<file path="src/rtl/core/cfs_pkg.sv">
// Package for the CAN base frame serializer.
// Holds the frame constants, the command type passed from front to back, and item codes.
// No dependencies.
package cfs_pkg;

    localparam int MAX_DATA_BYTES = 8;
    localparam int STUFF_RUN      = 5;
    localparam int TRAILER_ONES   = 13;
    localparam int CRC_BITS       = 15;
    localparam int HEADER_BITS    = 19;
    localparam int DATA_BITS      = 8;
    localparam int ID_W           = 11;
    localparam int LEN_W          = 4;

    localparam logic [CRC_BITS-1:0] CRC_POLY = 15'h4599;

    localparam int RUN_W = $clog2(STUFF_RUN + 1);
    localparam int CNT_W = $clog2(HEADER_BITS);

    localparam int CMD_DEPTH = 2;
    localparam int CMD_PTR_W = $clog2(CMD_DEPTH);
    localparam int CMD_CNT_W = $clog2(CMD_DEPTH + 1);

    localparam logic MODE_HEADER = 1'b0;
    localparam logic MODE_DATA   = 1'b1;

    typedef struct packed {
        logic                   hdr;
        logic [HEADER_BITS-1:0] bits;
        logic                   fin;
    } cmd_t;

endpackage

</file>
<file path="src/rtl/core/cfs_item_if.sv">
// Input channel of the CAN base frame serializer: one header or data item per transfer.
// Depends on cfs_pkg for field widths.
interface cfs_item_if;
    logic                         valid;
    logic                         ready;
    logic                         mode;
    logic [cfs_pkg::ID_W-1:0]     ident;
    logic [cfs_pkg::LEN_W-1:0]    length_code;
    logic [cfs_pkg::DATA_BITS-1:0] data_byte;

    modport source (output valid, output mode, output ident, output length_code,
                    output data_byte, input ready);
    modport sink   (input valid, input mode, input ident, input length_code,
                    input data_byte, output ready);
endinterface

</file>
<file path="src/rtl/core/cfs_bit_if.sv">
// Output channel of the CAN base frame serializer: one bus bit per transfer.
// No dependencies.
interface cfs_bit_if;
    logic valid;
    logic ready;
    logic line_bit;
    logic stuffed;
    logic frame_end;
    logic last;

    modport source (output valid, output line_bit, output stuffed, output frame_end,
                    output last, input ready);
    modport sink   (input valid, input line_bit, input stuffed, input frame_end,
                    input last, output ready);
endinterface

</file>
<file path="src/rtl/core/cfs_cmd_fifo.sv">
// Two-entry command queue between the item front end and the bit engine.
// Depends on cfs_pkg for cmd_t and the queue depth.
module cfs_cmd_fifo (
    input  logic          clk,
    input  logic          rst_n,
    input  logic          push,
    input  cfs_pkg::cmd_t push_cmd,
    output logic          full,
    input  logic          pop,
    output cfs_pkg::cmd_t pop_cmd,
    output logic          empty
);

    cfs_pkg::cmd_t                      mem [cfs_pkg::CMD_DEPTH];
    logic [cfs_pkg::CMD_PTR_W-1:0]      wr_ptr_reg;
    logic [cfs_pkg::CMD_PTR_W-1:0]      rd_ptr_reg;
    logic [cfs_pkg::CMD_CNT_W-1:0]      count_reg;

    assign full    = (count_reg == cfs_pkg::CMD_CNT_W'(cfs_pkg::CMD_DEPTH));
    assign empty   = (count_reg == '0);
    assign pop_cmd = mem[rd_ptr_reg];

    always_ff @(posedge clk)
    begin
        if (push)
        begin
            mem[wr_ptr_reg] <= push_cmd;
        end
    end

    always_ff @(posedge clk or negedge rst_n)
    begin
        if (!rst_n)
        begin
            wr_ptr_reg <= '0;
            rd_ptr_reg <= '0;
            count_reg  <= '0;
        end
        else
        begin
            if (push)
            begin
                wr_ptr_reg <= wr_ptr_reg + 1'b1;
            end
            if (pop)
            begin
                rd_ptr_reg <= rd_ptr_reg + 1'b1;
            end
            if (push && !pop)
            begin
                count_reg <= count_reg + 1'b1;
            end
            else if (pop && !push)
            begin
                count_reg <= count_reg - 1'b1;
            end
        end
    end

endmodule

</file>
<file path="src/rtl/core/cfs_front.sv">
// Front end: accepts items, tracks the open frame and the bytes still due,
// drops stray data bytes and queues one command per kept item. Depends on cfs_pkg.
module cfs_front (
    input  logic          clk,
    input  logic          rst_n,
    cfs_item_if.sink      item,
    output logic          push,
    output cfs_pkg::cmd_t push_cmd,
    input  logic          full
);

    logic                          frame_open_reg;
    logic                          frame_open_next;
    logic [cfs_pkg::LEN_W-1:0]     bytes_left_reg;
    logic [cfs_pkg::LEN_W-1:0]     bytes_left_next;
    logic [cfs_pkg::LEN_W-1:0]     len_sat;
    logic                          take;

    assign item.ready = !full;
    assign take       = item.valid && !full;

    assign len_sat = (item.length_code > cfs_pkg::LEN_W'(cfs_pkg::MAX_DATA_BYTES))
                   ? cfs_pkg::LEN_W'(cfs_pkg::MAX_DATA_BYTES) : item.length_code;

    always_comb
    begin
        frame_open_next = frame_open_reg;
        bytes_left_next = bytes_left_reg;
        push            = 1'b0;
        push_cmd.hdr    = 1'b0;
        push_cmd.bits   = {item.data_byte, (cfs_pkg::HEADER_BITS - cfs_pkg::DATA_BITS)'(0)};
        push_cmd.fin    = 1'b0;
        if (take)
        begin
            if (item.mode == cfs_pkg::MODE_HEADER)
            begin
                push            = 1'b1;
                push_cmd.hdr    = 1'b1;
                push_cmd.bits   = {1'b0, item.ident, 3'b000, len_sat};
                push_cmd.fin    = (len_sat == '0);
                frame_open_next = (len_sat != '0);
                bytes_left_next = len_sat;
            end
            else if (frame_open_reg)
            begin
                push         = 1'b1;
                push_cmd.fin = (bytes_left_reg <= cfs_pkg::LEN_W'(1));
                if (bytes_left_reg <= cfs_pkg::LEN_W'(1))
                begin
                    frame_open_next = 1'b0;
                    bytes_left_next = '0;
                end
                else
                begin
                    bytes_left_next = bytes_left_reg - 1'b1;
                end
            end
        end
    end

    always_ff @(posedge clk or negedge rst_n)
    begin
        if (!rst_n)
        begin
            frame_open_reg <= 1'b0;
            bytes_left_reg <= '0;
        end
        else
        begin
            frame_open_reg <= frame_open_next;
            bytes_left_reg <= bytes_left_next;
        end
    end

endmodule

</file>
<file path="src/rtl/core/cfs_back.sv">
// Bit engine: shifts out queued header and data bits with CRC-15 and bit stuffing,
// then the CRC field and the recessive trailer. Depends on cfs_pkg.
module cfs_back (
    input  logic          clk,
    input  logic          rst_n,
    input  cfs_pkg::cmd_t pop_cmd,
    input  logic          empty,
    output logic          pop,
    cfs_bit_if.source     bits
);

    localparam logic [1:0] ST_IDLE  = 2'd0;
    localparam logic [1:0] ST_SHIFT = 2'd1;
    localparam logic [1:0] ST_CRC   = 2'd2;
    localparam logic [1:0] ST_TRAIL = 2'd3;

    logic [1:0]                          state_reg,      state_next;
    logic [cfs_pkg::HEADER_BITS-1:0]     sh_reg,         sh_next;
    logic [cfs_pkg::CNT_W-1:0]           cnt_reg,        cnt_next;
    logic                                hdr_reg,        hdr_next;
    logic                                fin_reg,        fin_next;
    logic [cfs_pkg::CRC_BITS-1:0]        crc_reg,        crc_next;
    logic [cfs_pkg::RUN_W-1:0]           run_cnt_reg,    run_cnt_next;
    logic                                run_val_reg,    run_val_next;
    logic                                stuff_pend_reg, stuff_pend_next;
    logic                                stuff_last_reg, stuff_last_next;
    logic                                valid_reg,      valid_next;
    logic                                line_bit_reg,   line_bit_next;
    logic                                stuffed_reg,    stuffed_next;
    logic                                frame_end_reg,  frame_end_next;
    logic                                last_reg,       last_next;

    logic                                out_free;
    logic                                cur_bit;
    logic [cfs_pkg::RUN_W-1:0]           run_new;
    logic                                stuff_now;
    logic                                final_shift;
    logic [cfs_pkg::CNT_W-1:0]           shift_end;

    assign out_free  = !valid_reg || bits.ready;
    assign cur_bit   = (state_reg == ST_CRC) ? crc_reg[cfs_pkg::CRC_BITS-1]
                                             : sh_reg[cfs_pkg::HEADER_BITS-1];
    assign run_new   = (run_cnt_reg != '0 && cur_bit == run_val_reg)
                     ? run_cnt_reg + 1'b1 : cfs_pkg::RUN_W'(1);
    assign stuff_now = (run_new == cfs_pkg::RUN_W'(cfs_pkg::STUFF_RUN));
    assign shift_end = hdr_reg ? cfs_pkg::CNT_W'(cfs_pkg::HEADER_BITS - 1)
                               : cfs_pkg::CNT_W'(cfs_pkg::DATA_BITS - 1);
    assign final_shift = (cnt_reg == shift_end);
    assign pop = (state_reg == ST_IDLE) && !stuff_pend_reg && !empty;

    always_comb
    begin
        state_next      = state_reg;
        sh_next         = sh_reg;
        cnt_next        = cnt_reg;
        hdr_next        = hdr_reg;
        fin_next        = fin_reg;
        crc_next        = crc_reg;
        run_cnt_next    = run_cnt_reg;
        run_val_next    = run_val_reg;
        stuff_pend_next = stuff_pend_reg;
        stuff_last_next = stuff_last_reg;
        valid_next      = valid_reg && !bits.ready;
        line_bit_next   = line_bit_reg;
        stuffed_next    = stuffed_reg;
        frame_end_next  = frame_end_reg;
        last_next       = last_reg;

        if (out_free && stuff_pend_reg)
        begin
            valid_next      = 1'b1;
            line_bit_next   = !run_val_reg;
            stuffed_next    = 1'b1;
            frame_end_next  = 1'b0;
            last_next       = stuff_last_reg;
            run_val_next    = !run_val_reg;
            run_cnt_next    = cfs_pkg::RUN_W'(1);
            stuff_pend_next = 1'b0;
        end
        else
        begin
            unique case (state_reg)
                ST_IDLE:
                begin
                    if (pop)
                    begin
                        sh_next    = pop_cmd.bits;
                        hdr_next   = pop_cmd.hdr;
                        fin_next   = pop_cmd.fin;
                        cnt_next   = '0;
                        state_next = ST_SHIFT;
                        if (pop_cmd.hdr)
                        begin
                            crc_next     = '0;
                            run_cnt_next = '0;
                            run_val_next = 1'b0;
                        end
                    end
                end
                ST_SHIFT, ST_CRC:
                begin
                    if (out_free)
                    begin
                        valid_next      = 1'b1;
                        line_bit_next   = cur_bit;
                        stuffed_next    = 1'b0;
                        frame_end_next  = 1'b0;
                        run_val_next    = cur_bit;
                        run_cnt_next    = run_new;
                        stuff_pend_next = stuff_now;
                        cnt_next        = cnt_reg + 1'b1;
                        if (state_reg == ST_SHIFT)
                        begin
                            last_next       = final_shift && !fin_reg && !stuff_now;
                            stuff_last_next = final_shift && !fin_reg;
                            sh_next         = sh_reg << 1;
                            crc_next        = (crc_reg << 1)
                                            ^ ((cur_bit ^ crc_reg[cfs_pkg::CRC_BITS-1])
                                               ? cfs_pkg::CRC_POLY : '0);
                            if (final_shift)
                            begin
                                cnt_next   = '0;
                                state_next = fin_reg ? ST_CRC : ST_IDLE;
                            end
                        end
                        else
                        begin
                            last_next       = 1'b0;
                            stuff_last_next = 1'b0;
                            crc_next        = crc_reg << 1;
                            if (cnt_reg == cfs_pkg::CNT_W'(cfs_pkg::CRC_BITS - 1))
                            begin
                                cnt_next   = '0;
                                state_next = ST_TRAIL;
                            end
                        end
                    end
                end
                ST_TRAIL:
                begin
                    if (out_free)
                    begin
                        valid_next     = 1'b1;
                        line_bit_next  = 1'b1;
                        stuffed_next   = 1'b0;
                        frame_end_next = (cnt_reg == cfs_pkg::CNT_W'(cfs_pkg::TRAILER_ONES - 1));
                        last_next      = frame_end_next;
                        cnt_next       = cnt_reg + 1'b1;
                        if (frame_end_next)
                        begin
                            state_next = ST_IDLE;
                        end
                    end
                end
                default:
                begin
                    state_next = ST_IDLE;
                end
            endcase
        end
    end

    always_ff @(posedge clk)
    begin
        sh_reg        <= sh_next;
        cnt_reg       <= cnt_next;
        hdr_reg       <= hdr_next;
        fin_reg       <= fin_next;
        crc_reg       <= crc_next;
        line_bit_reg  <= line_bit_next;
        stuffed_reg   <= stuffed_next;
        frame_end_reg <= frame_end_next;
        last_reg      <= last_next;
    end

    always_ff @(posedge clk or negedge rst_n)
    begin
        if (!rst_n)
        begin
            state_reg      <= ST_IDLE;
            run_cnt_reg    <= '0;
            run_val_reg    <= 1'b0;
            stuff_pend_reg <= 1'b0;
            stuff_last_reg <= 1'b0;
            valid_reg      <= 1'b0;
        end
        else
        begin
            state_reg      <= state_next;
            run_cnt_reg    <= run_cnt_next;
            run_val_reg    <= run_val_next;
            stuff_pend_reg <= stuff_pend_next;
            stuff_last_reg <= stuff_last_next;
            valid_reg      <= valid_next;
        end
    end

    assign bits.valid     = valid_reg;
    assign bits.line_bit  = line_bit_reg;
    assign bits.stuffed   = stuffed_reg;
    assign bits.frame_end = frame_end_reg;
    assign bits.last      = last_reg;

endmodule

</file>
<file path="src/rtl/core/can_frame_serializer.sv">
// CAN base data frame serializer, top level. A header item (mode 0) opens a frame and
// sends SOF, the identifier, three dominant bits and the DLC; each data item (mode 1)
// sends one byte MSB first; the item that closes the frame also sends the CRC-15 field
// and thirteen recessive ones, the last of them flagged frame_end. Bits leave one per
// transfer, one per cycle when the sink is ready and no command is being fetched; stuff
// bits are inserted after five equal bits from SOF through the CRC. The bit engine
// fetches each command from its two-entry queue in its idle state, shifts out the bits
// of the item, and for a closing item goes on to the CRC field and then the trailer. The
// front end keeps accepting items until that queue holds two commands. Data items that
// arrive with no frame open are dropped. The block depends on cfs_pkg, cfs_item_if,
// cfs_bit_if, cfs_front, cfs_cmd_fifo and cfs_back.
module can_frame_serializer (
    input  logic      clk,
    input  logic      rst_n,
    cfs_item_if.sink  item_ch,
    cfs_bit_if.source bit_ch
);

    logic          push;
    logic          pop;
    logic          full;
    logic          empty;
    cfs_pkg::cmd_t push_cmd;
    cfs_pkg::cmd_t pop_cmd;

    cfs_front u_front (
        .clk      (clk),
        .rst_n    (rst_n),
        .item     (item_ch),
        .push     (push),
        .push_cmd (push_cmd),
        .full     (full)
    );

    cfs_cmd_fifo u_fifo (
        .clk      (clk),
        .rst_n    (rst_n),
        .push     (push),
        .push_cmd (push_cmd),
        .full     (full),
        .pop      (pop),
        .pop_cmd  (pop_cmd),
        .empty    (empty)
    );

    cfs_back u_back (
        .clk     (clk),
        .rst_n   (rst_n),
        .pop_cmd (pop_cmd),
        .empty   (empty),
        .pop     (pop),
        .bits    (bit_ch)
    );

endmodule

</file>
<file path="src/flat_wrapper.sv">
// flat-port wrapper written by rule: the top's interface ports become plain ports
module can_frame_serializer_flat 
  (clk, rst_n, item_ch_valid, item_ch_mode, item_ch_ident, item_ch_length_code, item_ch_data_byte, item_ch_ready, bit_ch_valid, bit_ch_line_bit, bit_ch_stuffed, bit_ch_frame_end, bit_ch_last, bit_ch_ready);
  cfs_item_if item_ch_i ();
  cfs_bit_if bit_ch_i ();
  input  logic clk;
  input  logic rst_n;
  input wire logic [$bits(item_ch_i.valid)-1:0] item_ch_valid;
  input wire logic [$bits(item_ch_i.mode)-1:0] item_ch_mode;
  input wire logic [$bits(item_ch_i.ident)-1:0] item_ch_ident;
  input wire logic [$bits(item_ch_i.length_code)-1:0] item_ch_length_code;
  input wire logic [$bits(item_ch_i.data_byte)-1:0] item_ch_data_byte;
  output wire logic [$bits(item_ch_i.ready)-1:0] item_ch_ready;
  output wire logic [$bits(bit_ch_i.valid)-1:0] bit_ch_valid;
  output wire logic [$bits(bit_ch_i.line_bit)-1:0] bit_ch_line_bit;
  output wire logic [$bits(bit_ch_i.stuffed)-1:0] bit_ch_stuffed;
  output wire logic [$bits(bit_ch_i.frame_end)-1:0] bit_ch_frame_end;
  output wire logic [$bits(bit_ch_i.last)-1:0] bit_ch_last;
  input wire logic [$bits(bit_ch_i.ready)-1:0] bit_ch_ready;
  assign item_ch_i.valid = item_ch_valid;
  assign item_ch_i.mode = item_ch_mode;
  assign item_ch_i.ident = item_ch_ident;
  assign item_ch_i.length_code = item_ch_length_code;
  assign item_ch_i.data_byte = item_ch_data_byte;
  assign item_ch_ready = item_ch_i.ready;
  assign bit_ch_valid = bit_ch_i.valid;
  assign bit_ch_line_bit = bit_ch_i.line_bit;
  assign bit_ch_stuffed = bit_ch_i.stuffed;
  assign bit_ch_frame_end = bit_ch_i.frame_end;
  assign bit_ch_last = bit_ch_i.last;
  assign bit_ch_i.ready = bit_ch_ready;
  can_frame_serializer u_core (.clk(clk), .rst_n(rst_n), .item_ch(item_ch_i), .bit_ch(bit_ch_i));
endmodule
</file>
<file path="config.mk">
export PLATFORM = sky130hd
export DESIGN_NAME = can_frame_serializer_flat
export DESIGN_NICKNAME = d
export VERILOG_FILES = /design/src/rtl/core/cfs_pkg.sv /design/src/rtl/core/cfs_item_if.sv /design/src/rtl/core/cfs_bit_if.sv /design/src/rtl/core/cfs_cmd_fifo.sv /design/src/rtl/core/cfs_front.sv /design/src/rtl/core/cfs_back.sv /design/src/rtl/core/can_frame_serializer.sv /design/src/flat_wrapper.sv
export SDC_FILE = /design/constraint.sdc
export NUM_CORES = 1
export LEC_CHECK = 0
export BUFFER_PORTS_ARGS = -buffer_cell sky130_fd_sc_hd__buf_2
export CAP_MARGIN = 30
export CORE_MARGIN = 2
export CORE_UTILIZATION = 50
export DETAILED_ROUTE_END_ITERATION = 16
export PLACE_DENSITY = 0.75
export REMOVE_ABC_BUFFERS = 1
export SLEW_MARGIN = 20
export SYNTH_ARGS = -nofsm -noshare
export SYNTH_HDL_FRONTEND = slang
export SYNTH_HIERARCHICAL = 1
export SYNTH_SLANG_ARGS = --single-unit
</file>
<file path="constraint.sdc">
create_clock -name clk -period 4.21 [get_ports clk]
set_input_delay 0.6315 -clock clk [delete_from_list [all_inputs] [get_ports clk]]
set_output_delay 0.6315 -clock clk [all_outputs]
set_load 0.005 [all_outputs]
</file>
==> results of run 1 <==
power by group through the flow:
stage / combinational, mW / sequential [mW] / clock [mW]
final: 1.68 / 1.91 / 0.623
after global routing: 1.89 / 1.94 / 0.687
after CTS: 1.70 / 1.91 / 0.645
after detailed placement: 1.68 / 1.93 / 0
after global placement: 1.63 / 1.92 / 0
after floorplan: 1.22 / 1.91 / 0
path summary, 6_finish.rpt:
kind / from / to / slack (ns)
setup / recovery: u_core/u_back/state_reg[0] / u_core/u_fifo/count_reg[1] / 1.86
max in group asynchronous: rst_n / u_core/u_fifo/rd_ptr_reg / 3.66
setup reg to reg: u_core/u_back/state_reg[0] / u_core/u_fifo/count_reg[1] / 1.86
hold / removal: rst_n / u_core/u_front/frame_open_reg / 0.21
min in group clk: u_core/u_back/bits.stuffed / u_core/u_back/bits.stuffed / 0.47
hold reg to reg: u_core/u_back/bits.stuffed / u_core/u_back/bits.stuffed / 0.47
stage by stage:
stage | util | worst slack [ns] | instances
2_1_floorplan | - | 0.418 | 335
3_3_place_gp | 0.536 | 1.66 | 505
3_5_place_dp | 0.539 | 1.72 | 507
4_1_cts | 0.559 | 1.80 | 523
5_1_grt | 0.561 | 1.63 | 524
6_report | 0.561 | 1.86 | 524
layout by cell type (no fill, tap or decap), types with 14 or more instances in the layout:
| cell | synthesis | layout |
|---|---|---|
| mux2_2 | 47 | 47 |
| buf_2 | 5 | 34 |
| nor3_1 | 14 | 14 |
| nor2_1 | 16 | 16 |
| o21ai_0 | 14 | 14 |
| inv_1 | 14 | 14 |
| dfrtp_1 | 18 | 18 |
| edfxtp_1 | 85 | 85 |
| and2_1 | 16 | 16 |
synth_stat cells (6+ instances only):
master,number,area [um2]
edfxtp_1,85,2550
dfrtp_1,18,450
ha_1,12,150
nor3_1,14,70.1
inv_1,14,52.6
nor2_1,16,60.1
o21ai_0,14,70.1
and2_1,16,100
a21oi_1,7,35.0
nor2b_1,6,37.5
xor2_1,12,105
mux2_2,47,529
logic make-up after synthesis:
logic type,count (synthesis)
mux,52
flops,105
xor+xnor,16
simple gates,88
buf+inv,31
other cells,1
compound gates,43
fa+ha+maj,12
layout make-up:
cell class | instances | area, um2 | share of cell area
flip-flops and latches | 105 | 3040 | 0.563
multi-input cells | 214 | 1710 | 0.316
repair buffers | 40 | 230 | 0.0426
well taps | 133 | 166 | 0.0308
clock buffers | 9 | 124 | 0.0229
clock inverters | 7 | 75.1 | 0.0139
inverters | 16 | 60.1 | 0.0111
metal layers:
| layer | track usage | share of wire | vias up |
|---|---|---|---|
| li1 | - | - | 1355 |
| met1 | 0.223 | 0.45 | 1345 |
| met2 | 0.275 | 0.49 | 71 |
| met3 | 0.0454 | 0.046 | 8 |
| met4 | 0.0273 | 0.0083 | 0 |
| met5 | 0 | 0 | - |
worst max-delay path: stages (launching register included):
cell	delay, ns
dfrtp_1	0.42
inv_1	0.11
ha_1	0.50
inv_1	0.18
nor3_1	0.36
inv_1	0.09
ha_1	0.20
xor2_1	0.14
nor2_1	0.11
xor2_1	0.15
==> qor.yml, run 1 <==
slew_headroom: 0.576
cts.repair.resized: 0
cts_root_buffer: "clkbuf_8"
crit_path_end_kind: "flop"
coreArea_um2: 9640
intPower_mw: 2.76
yosys.area_share.simple: 0.104
first_pass_iters: 4
worstSetupPathType: "flop to flop"
worst_slew_pin_slew_ns: 0.633
muxShareOfSynthArea: 0.120
drc: 0
synth_top_family_by_area: "multiplexers"
drive_gt1_frac: 0.294
synth_area_per_cell_um2: 14.0
yosysSeqAreaShare: 0.623
first_iter_violations: 78
die_w_um: 103
switching_share: 0.344
vdd_ir_drop_max_mv: 0.380
place_area_um2: 5190
largest_reg_flops: 42
grt_max_degree: 39
die_h_um: 103
yosysWarnings: 6
wl_per_cell_um: 15.4
grt_pass1_vias: 2807
initial_core_util: 0.506
ant_nets: 0
fin_crit_ns: 2.35
max_freq_ghz: 0.426
clockBufferDepth: 2
grt_pass1_wl_um: 13400
vias: 2779
path_clk_slew_ns: 0.10
arrival_ns: 2.63
grt_overflow_total: 0
seq_power_share: 0.453
clock_skew_ns: 0.0165
power_frac_comb: 0.399
nNetsFinal: 426
startpoint_type: "flop"
syn_area_um2: 4880
async_flop_share: 0.171
total_power_mw: 4.21
status: "complete, no violations"
critical_path_required_ns: 4.49
place.port_buffers: 33
synth.distinct_cells: 54
cts_made_buffers: 9
die-area_um2: 10600
area_delta_synth_final_pct: 10.7
fin_tns_setup_ns: 0
syn_inst: 348
cts_sinks: 105
grt_usage: 0.165
synth_edf_count: 85
gp_congestion: 0.876
synth-seq-cells: 105
holdWs_ns: 0.213
stdcell_area_um2: 5410
synthFlopType: "edfxtp_1"
hp-class: "input port to asynchronous set/reset pin"
pwr-share-clk: 0.148
crit_fanout: 15
fillers: 795
cts_tree: "done"
postCtsHoldBufs: 0
viasPerCell: 5.30
synth-compound-area-share: 0.0613
antenna_found_initial: 0
rows: 36
rsz0062_at_grt: "false"
dpl.hpwl_um: 5500
setup_viol: 0
power_density_nw_per_um2: 778
antenna_cells: 0
min_period_over_period: 0.557
finalHoldViolations: 0
clk_latency_ns: 0.36
io_pins: 34
drv_cap: 0
leakagePower_nw: 2.09
power_switching_mw: 1.45
cts_max_level: 3
synth_xor_area_frac: 0.0302
synth_fa_ha_area_frac: 0.0308
slew_violations: 0
ff2ff_path_depth: 9
cts_setup_buffers: 0
drt_wl_total_um: 8060
Note: power is estimated with default switching activity, not from simulation.
==> run 2, diff against run 1 <==
- ABC_AREA: default -> 1
- clock period: 4.21 -> 2.4 ns (I/O delays scaled with it)
==> run 2 against run 1 <==
Net effect:
- final cell count is 24% higher
- fmax grew 20%
- highest routed layer unchanged
- hold slack better by 0.057 ns
- count of clock-buffer cells in the layout stayed put
- via count rose by 16%
- critical endpoint is now u_core/u_back/sh_reg[16]
==> qor.yml, run 2 <==
synth-seq-cells: 105
dp_slack_ns: 0.461
path_clk_slew_ns: 0.10
ant_nets: 0
syn_area_um2: 4900
cts_root_buffer: "clkbuf_8"
vdd_ir_drop_max_mv: 0.588
drive_gt1_frac: 0.181
power_frac_comb: 0.390
grt_pass1_vias: 3118
rows: 36
total_power_mw: 7.26
io_pins: 34
multi_input_area_um2: 1580
synth_area_per_cell_um2: 10.4
cts.repair.resized: 0
nNetsFinal: 554
fin_crit_ns: 1.96
drt_wl_total_um: 8530
yosysWarnings: 6
clock_skew_ns: 0.00968
initial_core_util: 0.508
status: "complete, no violations"
clockBufferDepth: 2
cts_made_buffers: 9
switching_share: 0.383
drc: 0
largest_reg_flops: 42
vias: 3227
area_delta_synth_final_pct: 11.1
crit_path_end_kind: "flop"
layout_commonest_cell: "nand2_1"
grt_usage: 0.177
setup_viol: 0
viasPerCell: 4.95
netlist_top_cells_count: "147 x nand2_1, 85 x edfxtp_1, 50 x inv_1"
synth.distinct_cells: 33
wl_per_cell_um: 13.1
arrival_ns: 2.02
stdcell_count: 652
synth.most_common_cell: "nand2_1"
final_util: 0.565
async_flop_share: 0.171
intPower_mw: 4.48
cts_tree: "done"
synth.area.top_cells: "edfxtp_1 52%, nand2_1 11%, dfrtp_1 9.2%"
cts_max_level: 3
gp_congestion: 0.895
coreArea_um2: 9640
min_period_over_period: 0.816
fillers: 831
cts_setup_buffers: 0
fin_ws_ns: 0.441
leakagePower_nw: 2.42
first_iter_violations: 147
drv_cap: 0
die_h_um: 103
syn_inst: 471
synth_top_cell_by_area: "edfxtp_1"
slowest_stage: "ha_1"
synth_edf_count: 85
die_w_um: 103
worstSetupPathType: "flop to flop"
synth_top_area_share: 0.521
yosysSeqAreaShare: 0.621
first_pass_iters: 5
grt_pass1_wl_um: 14400
power_switching_mw: 2.78
critical_path_required_ns: 2.46
synthFlopType: "edfxtp_1"
power_density_nw_per_um2: 1330
postCtsHoldBufs: 1
clk_latency_ns: 0.37
startpoint_type: "flop"
place.port_buffers: 33
antenna_cells: 0
rsz0062_at_grt: "false"
finalHoldViolations: 0
crit_fanout: 19
seq_power_share: 0.458
grt_overflow_total: 0
fin_tns_setup_ns: 0
seq_area_um2: 3040
dpl.hpwl_um: 5870
pwr-share-clk: 0.152
max_stage_delay_ns: 0.41
cp_cell_sequence: "inv_1, ha_1, nand2_1, o21ai_1, nor3_2, buf_4"
grt_max_degree: 34
slew_violations: 0
hp-class: "input port to flop"
cts_sinks: 105
die-area_um2: 10600
max_freq_ghz: 0.511
layout_common_cells: "147 x nand2_1, 85 x edfxtp_1, 50 x inv_1"
antenna_found_initial: 0
dp.cells: 635
## run 2: power groups by stage
stage                     registers [mW]  logic, mW  clock network (mW)
final                               3.33       2.83                1.10
after global routing                3.40       3.26                1.21
after CTS                           3.33       2.86                1.13
after detailed placement            3.36       2.83                   0
after global placement              3.33       2.71                   0
after floorplan                     3.34       1.98                   0
## run 2: critical path: cells and delay by family (launching register included)
| kind | cells | cell delay [ns] |
|---|---|---|
| DFF | 1 | 0.40 |
| adders and majority gates | 1 | 0.41 |
| buffers and inverters | 2 | 0.37 |
| AOI/OAI and AO/OA | 1 | 0.15 |
| and+or+nand+nor | 2 | 0.31 |
## run 2: stage by stage
stage	instance area [um2]	hold slack, ns
after floorplan	4820	0.0644
after global placement	5230	0.317
after detailed placement	5230	0.314
after CTS	5440	0.254
after global routing	5440	0.271
final	5440	0.270
## run 2: final timing paths
path | from | end | slack, ns | cells past startpoint
max reg2reg | u_core/u_back/state_reg[0] | u_core/u_back/sh_reg[16] | 0.44 | 6
min in group asynchronous | rst_n | u_core/u_front/bytes_left_reg[1] | 0.44 | 2
min | item_ch_data_byte[1] | u_core/u_fifo/mem[0][13] | 0.27 | 3
max | u_core/u_back/state_reg[0] | u_core/u_back/sh_reg[16] | 0.44 | 6
max in group asynchronous | rst_n | u_core/u_back/state_reg[0] | 1.67 | 2
min reg2reg | u_core/u_back/bits.stuffed | u_core/u_back/bits.stuffed | 0.47 | 2
## run 2: per-layer routing
layer / vias up / routed length, um / track usage
met1: 1532 / 3800 / 0.227
met5: - / 0 / 0
met4: 0 / 130 / 0.0638
li1: 1627 / - / -
met2: 54 / 4270 / 0.294
met3: 14 / 330 / 0.0454
## run 2: layout make-up
type,count,share of cell area
flip-flops and latches,105,0.559
clock buffers,9,0.0228
clock inverters,7,0.0147
multi-input cells,299,0.289
well taps,133,0.0306
inverters,56,0.0386
repair buffers,43,0.0446
## run 2: cell families after synthesis
logic type / share of synthesized area
buffers and inverters: 0.0608
AO/OA/AOI/OAI: 0.0388
flip-flops: 0.621
multiplexers: 0.0483
AND/OR/NAND/NOR: 0.185
XOR/XNOR: 0.0143
adder cells (fa/ha/maj): 0.0307
other: 0.000766
==> run 3, diff against run 2 <==
- clock period: 2.4 -> 1.9 ns (I/O delays scaled with it)
==> run 3 against run 2 <==
Net effect:
- final cell count grew 0.61%
- register-to-register slack lost 0.36 ns
- sequential cell count is the same
- critical path depth is the same
- die area is the same
- clock skew grew 0.0060 ns
- first-iteration DRC count grew 28%
- non-clock buffer count grew 4
- routed wire length grew 0.73%
==> qor.yml, run 3 (synthesis gave the netlist of run 2 again) <==
status: "complete, no violations"
largest_reg_flops: 42
holdPathEnd: "u_core/u_fifo/mem[0][12]"
cts_root_buffer: "clkbuf_8"
first_pass_iters: 4
first_iter_violations: 188
holdWs_ns: 0.186
antenna_cells: 0
dpl.hpwl_um: 5950
die_w_um: 103
crit_fanout: 19
cts_tree: "done"
nNetsFinal: 558
viasPerCell: 5.00
critical_path_required_ns: 1.98
layout_commonest_cell: "nand2_1"
cts_setup_buffers: 0
slew_violations: 0
multi_input_area_um2: 1610
finalHoldViolations: 0
startpoint_type: "flop"
drc: 0
cts_max_level: 3
drv_cap: 0
power_density_nw_per_um2: 1710
arrival_ns: 1.91
layout_common_cells: "146 x nand2_1, 85 x edfxtp_1, 48 x inv_1"
rrSetupSlack_ns: 0.08
grt_usage: 0.174
cts_sinks: 105
die_h_um: 103
r2r-end: "u_core/u_back/sh_reg[18]"
seq_area_um2: 3040
hold_start: "item_ch_data_byte[0]"
initial_core_util: 0.508
area_delta_synth_final_pct: 13.2
max_freq_ghz: 0.548
place.port_buffers: 33
rsz0062_at_grt: "true"
coreArea_um2: 9640
clock_skew_ns: 0.0157
die-area_um2: 10600
final_util: 0.575
cts_made_buffers: 9
ff2ff_path_depth: 6
gp_congestion: 0.891
path_clk_slew_ns: 0.11
hold_depth: 3
grt_max_degree: 34
ant_nets: 0
vias: 3278
fin_crit_ns: 1.82
fillers: 821
clk_latency_ns: 0.38
grt_overflow_total: 0
rows: 36
io_pins: 34
leakagePower_nw: 2.46
setup_viol: 0
crit_path_end_kind: "flop"
hp-class: "input port to flop"
vdd_ir_drop_max_mv: 0.704
antenna_found_initial: 0
drt_wl_total_um: 8590
worstSetupPathType: "flop to flop"
min_period_over_period: 0.960
grt_pass1_vias: 3157
grt_pass1_wl_um: 14200
drive_gt1_frac: 0.201
worstReg2RegStart: "u_core/u_back/state_reg[1]"
wl_per_cell_um: 13.1
clockBufferDepth: 2
-- run 3: cell types whose count changed in the layout (fill, tap and decap cells not counted), sizes merged --
cell	before	now
buf	42	46
inv	57	61
clkinvlp	2	0
bufinv	1	0
clkinv	3	2
-- run 3: routing by layer --
layer | global-route usage | vias up | routed length [um]
li1 | - | 1639 | -
met3 | 0.0292 | 19 | 314
met4 | 0.0779 | 0 | 172
met1 | 0.220 | 1549 | 3660
met2 | 0.295 | 71 | 4450
met5 | 0 | - | 0
-- run 3: what timing repair did --
action	CTS	global route
setup endpoints to repair	1	44
gates resized for setup	1	12
cloned	0	1
endpoints found under the hold margin	18	0
hold buffers	1	0
-- run 3: power breakdown --
group / leakage, nW / switching [mW] / internal (mW)
sequential: 1.06 / 0.375 / 3.80
clock: 0.104 / 0.832 / 0.531
combinational: 1.29 / 2.44 / 1.47
-- run 3: through the flow --
step           total power [mW]  instance area, um2  cells  worst slack, ns  setup TNS (ns)
4_1_cts                    9.37                5500    655           0.0247               0
6_report                   9.46                5550    656           0.0768               0
2_1_floorplan              6.66                4820    460            -1.55          -71.09
3_3_place_gp               7.79                5290    638           0.0892               0
3_5_place_dp               7.97                5290    638           0.0186               0
5_1_grt                    10.2                5550    656        -0.000198       -0.000198
-- run 3: how the worst max path moves through the flow --
stage | depth (start not counted) | end | startpoint
3_5_place_dp | 10 | u_core/u_fifo/count_reg[1] | u_core/u_back/state_reg[1]
3_3_place_gp | 6 | u_core/u_back/sh_reg[11] | u_core/u_back/state_reg[1]
6_report | 6 | u_core/u_back/sh_reg[18] | u_core/u_back/state_reg[1]
5_1_grt | 9 | u_core/u_back/cnt_reg[3] | u_core/u_back/state_reg[1]
2_1_floorplan | 4 | u_core/u_back/crc_reg[0] | u_core/u_back/state_reg[0]
4_1_cts | 9 | u_core/u_back/cnt_reg[3] | u_core/u_back/state_reg[1]
-- run 3: cell type report --
type | count | share of cell area
sequential | 105 | 0.549
inverter | 56 | 0.0379
timing repair buffer | 47 | 0.0573
clock inverter | 7 | 0.0142
multi-input combinational | 299 | 0.289
tap | 133 | 0.0300
clock buffer | 9 | 0.0223
-- run 3: critical path, stage by stage, from the launching register on --
cell	delay, ns
dfrtp_1	0.43
inv_1	0.11
ha_2	0.33
nand2_1	0.10
o21ai_2	0.11
nor3_2	0.25
buf_12	0.20
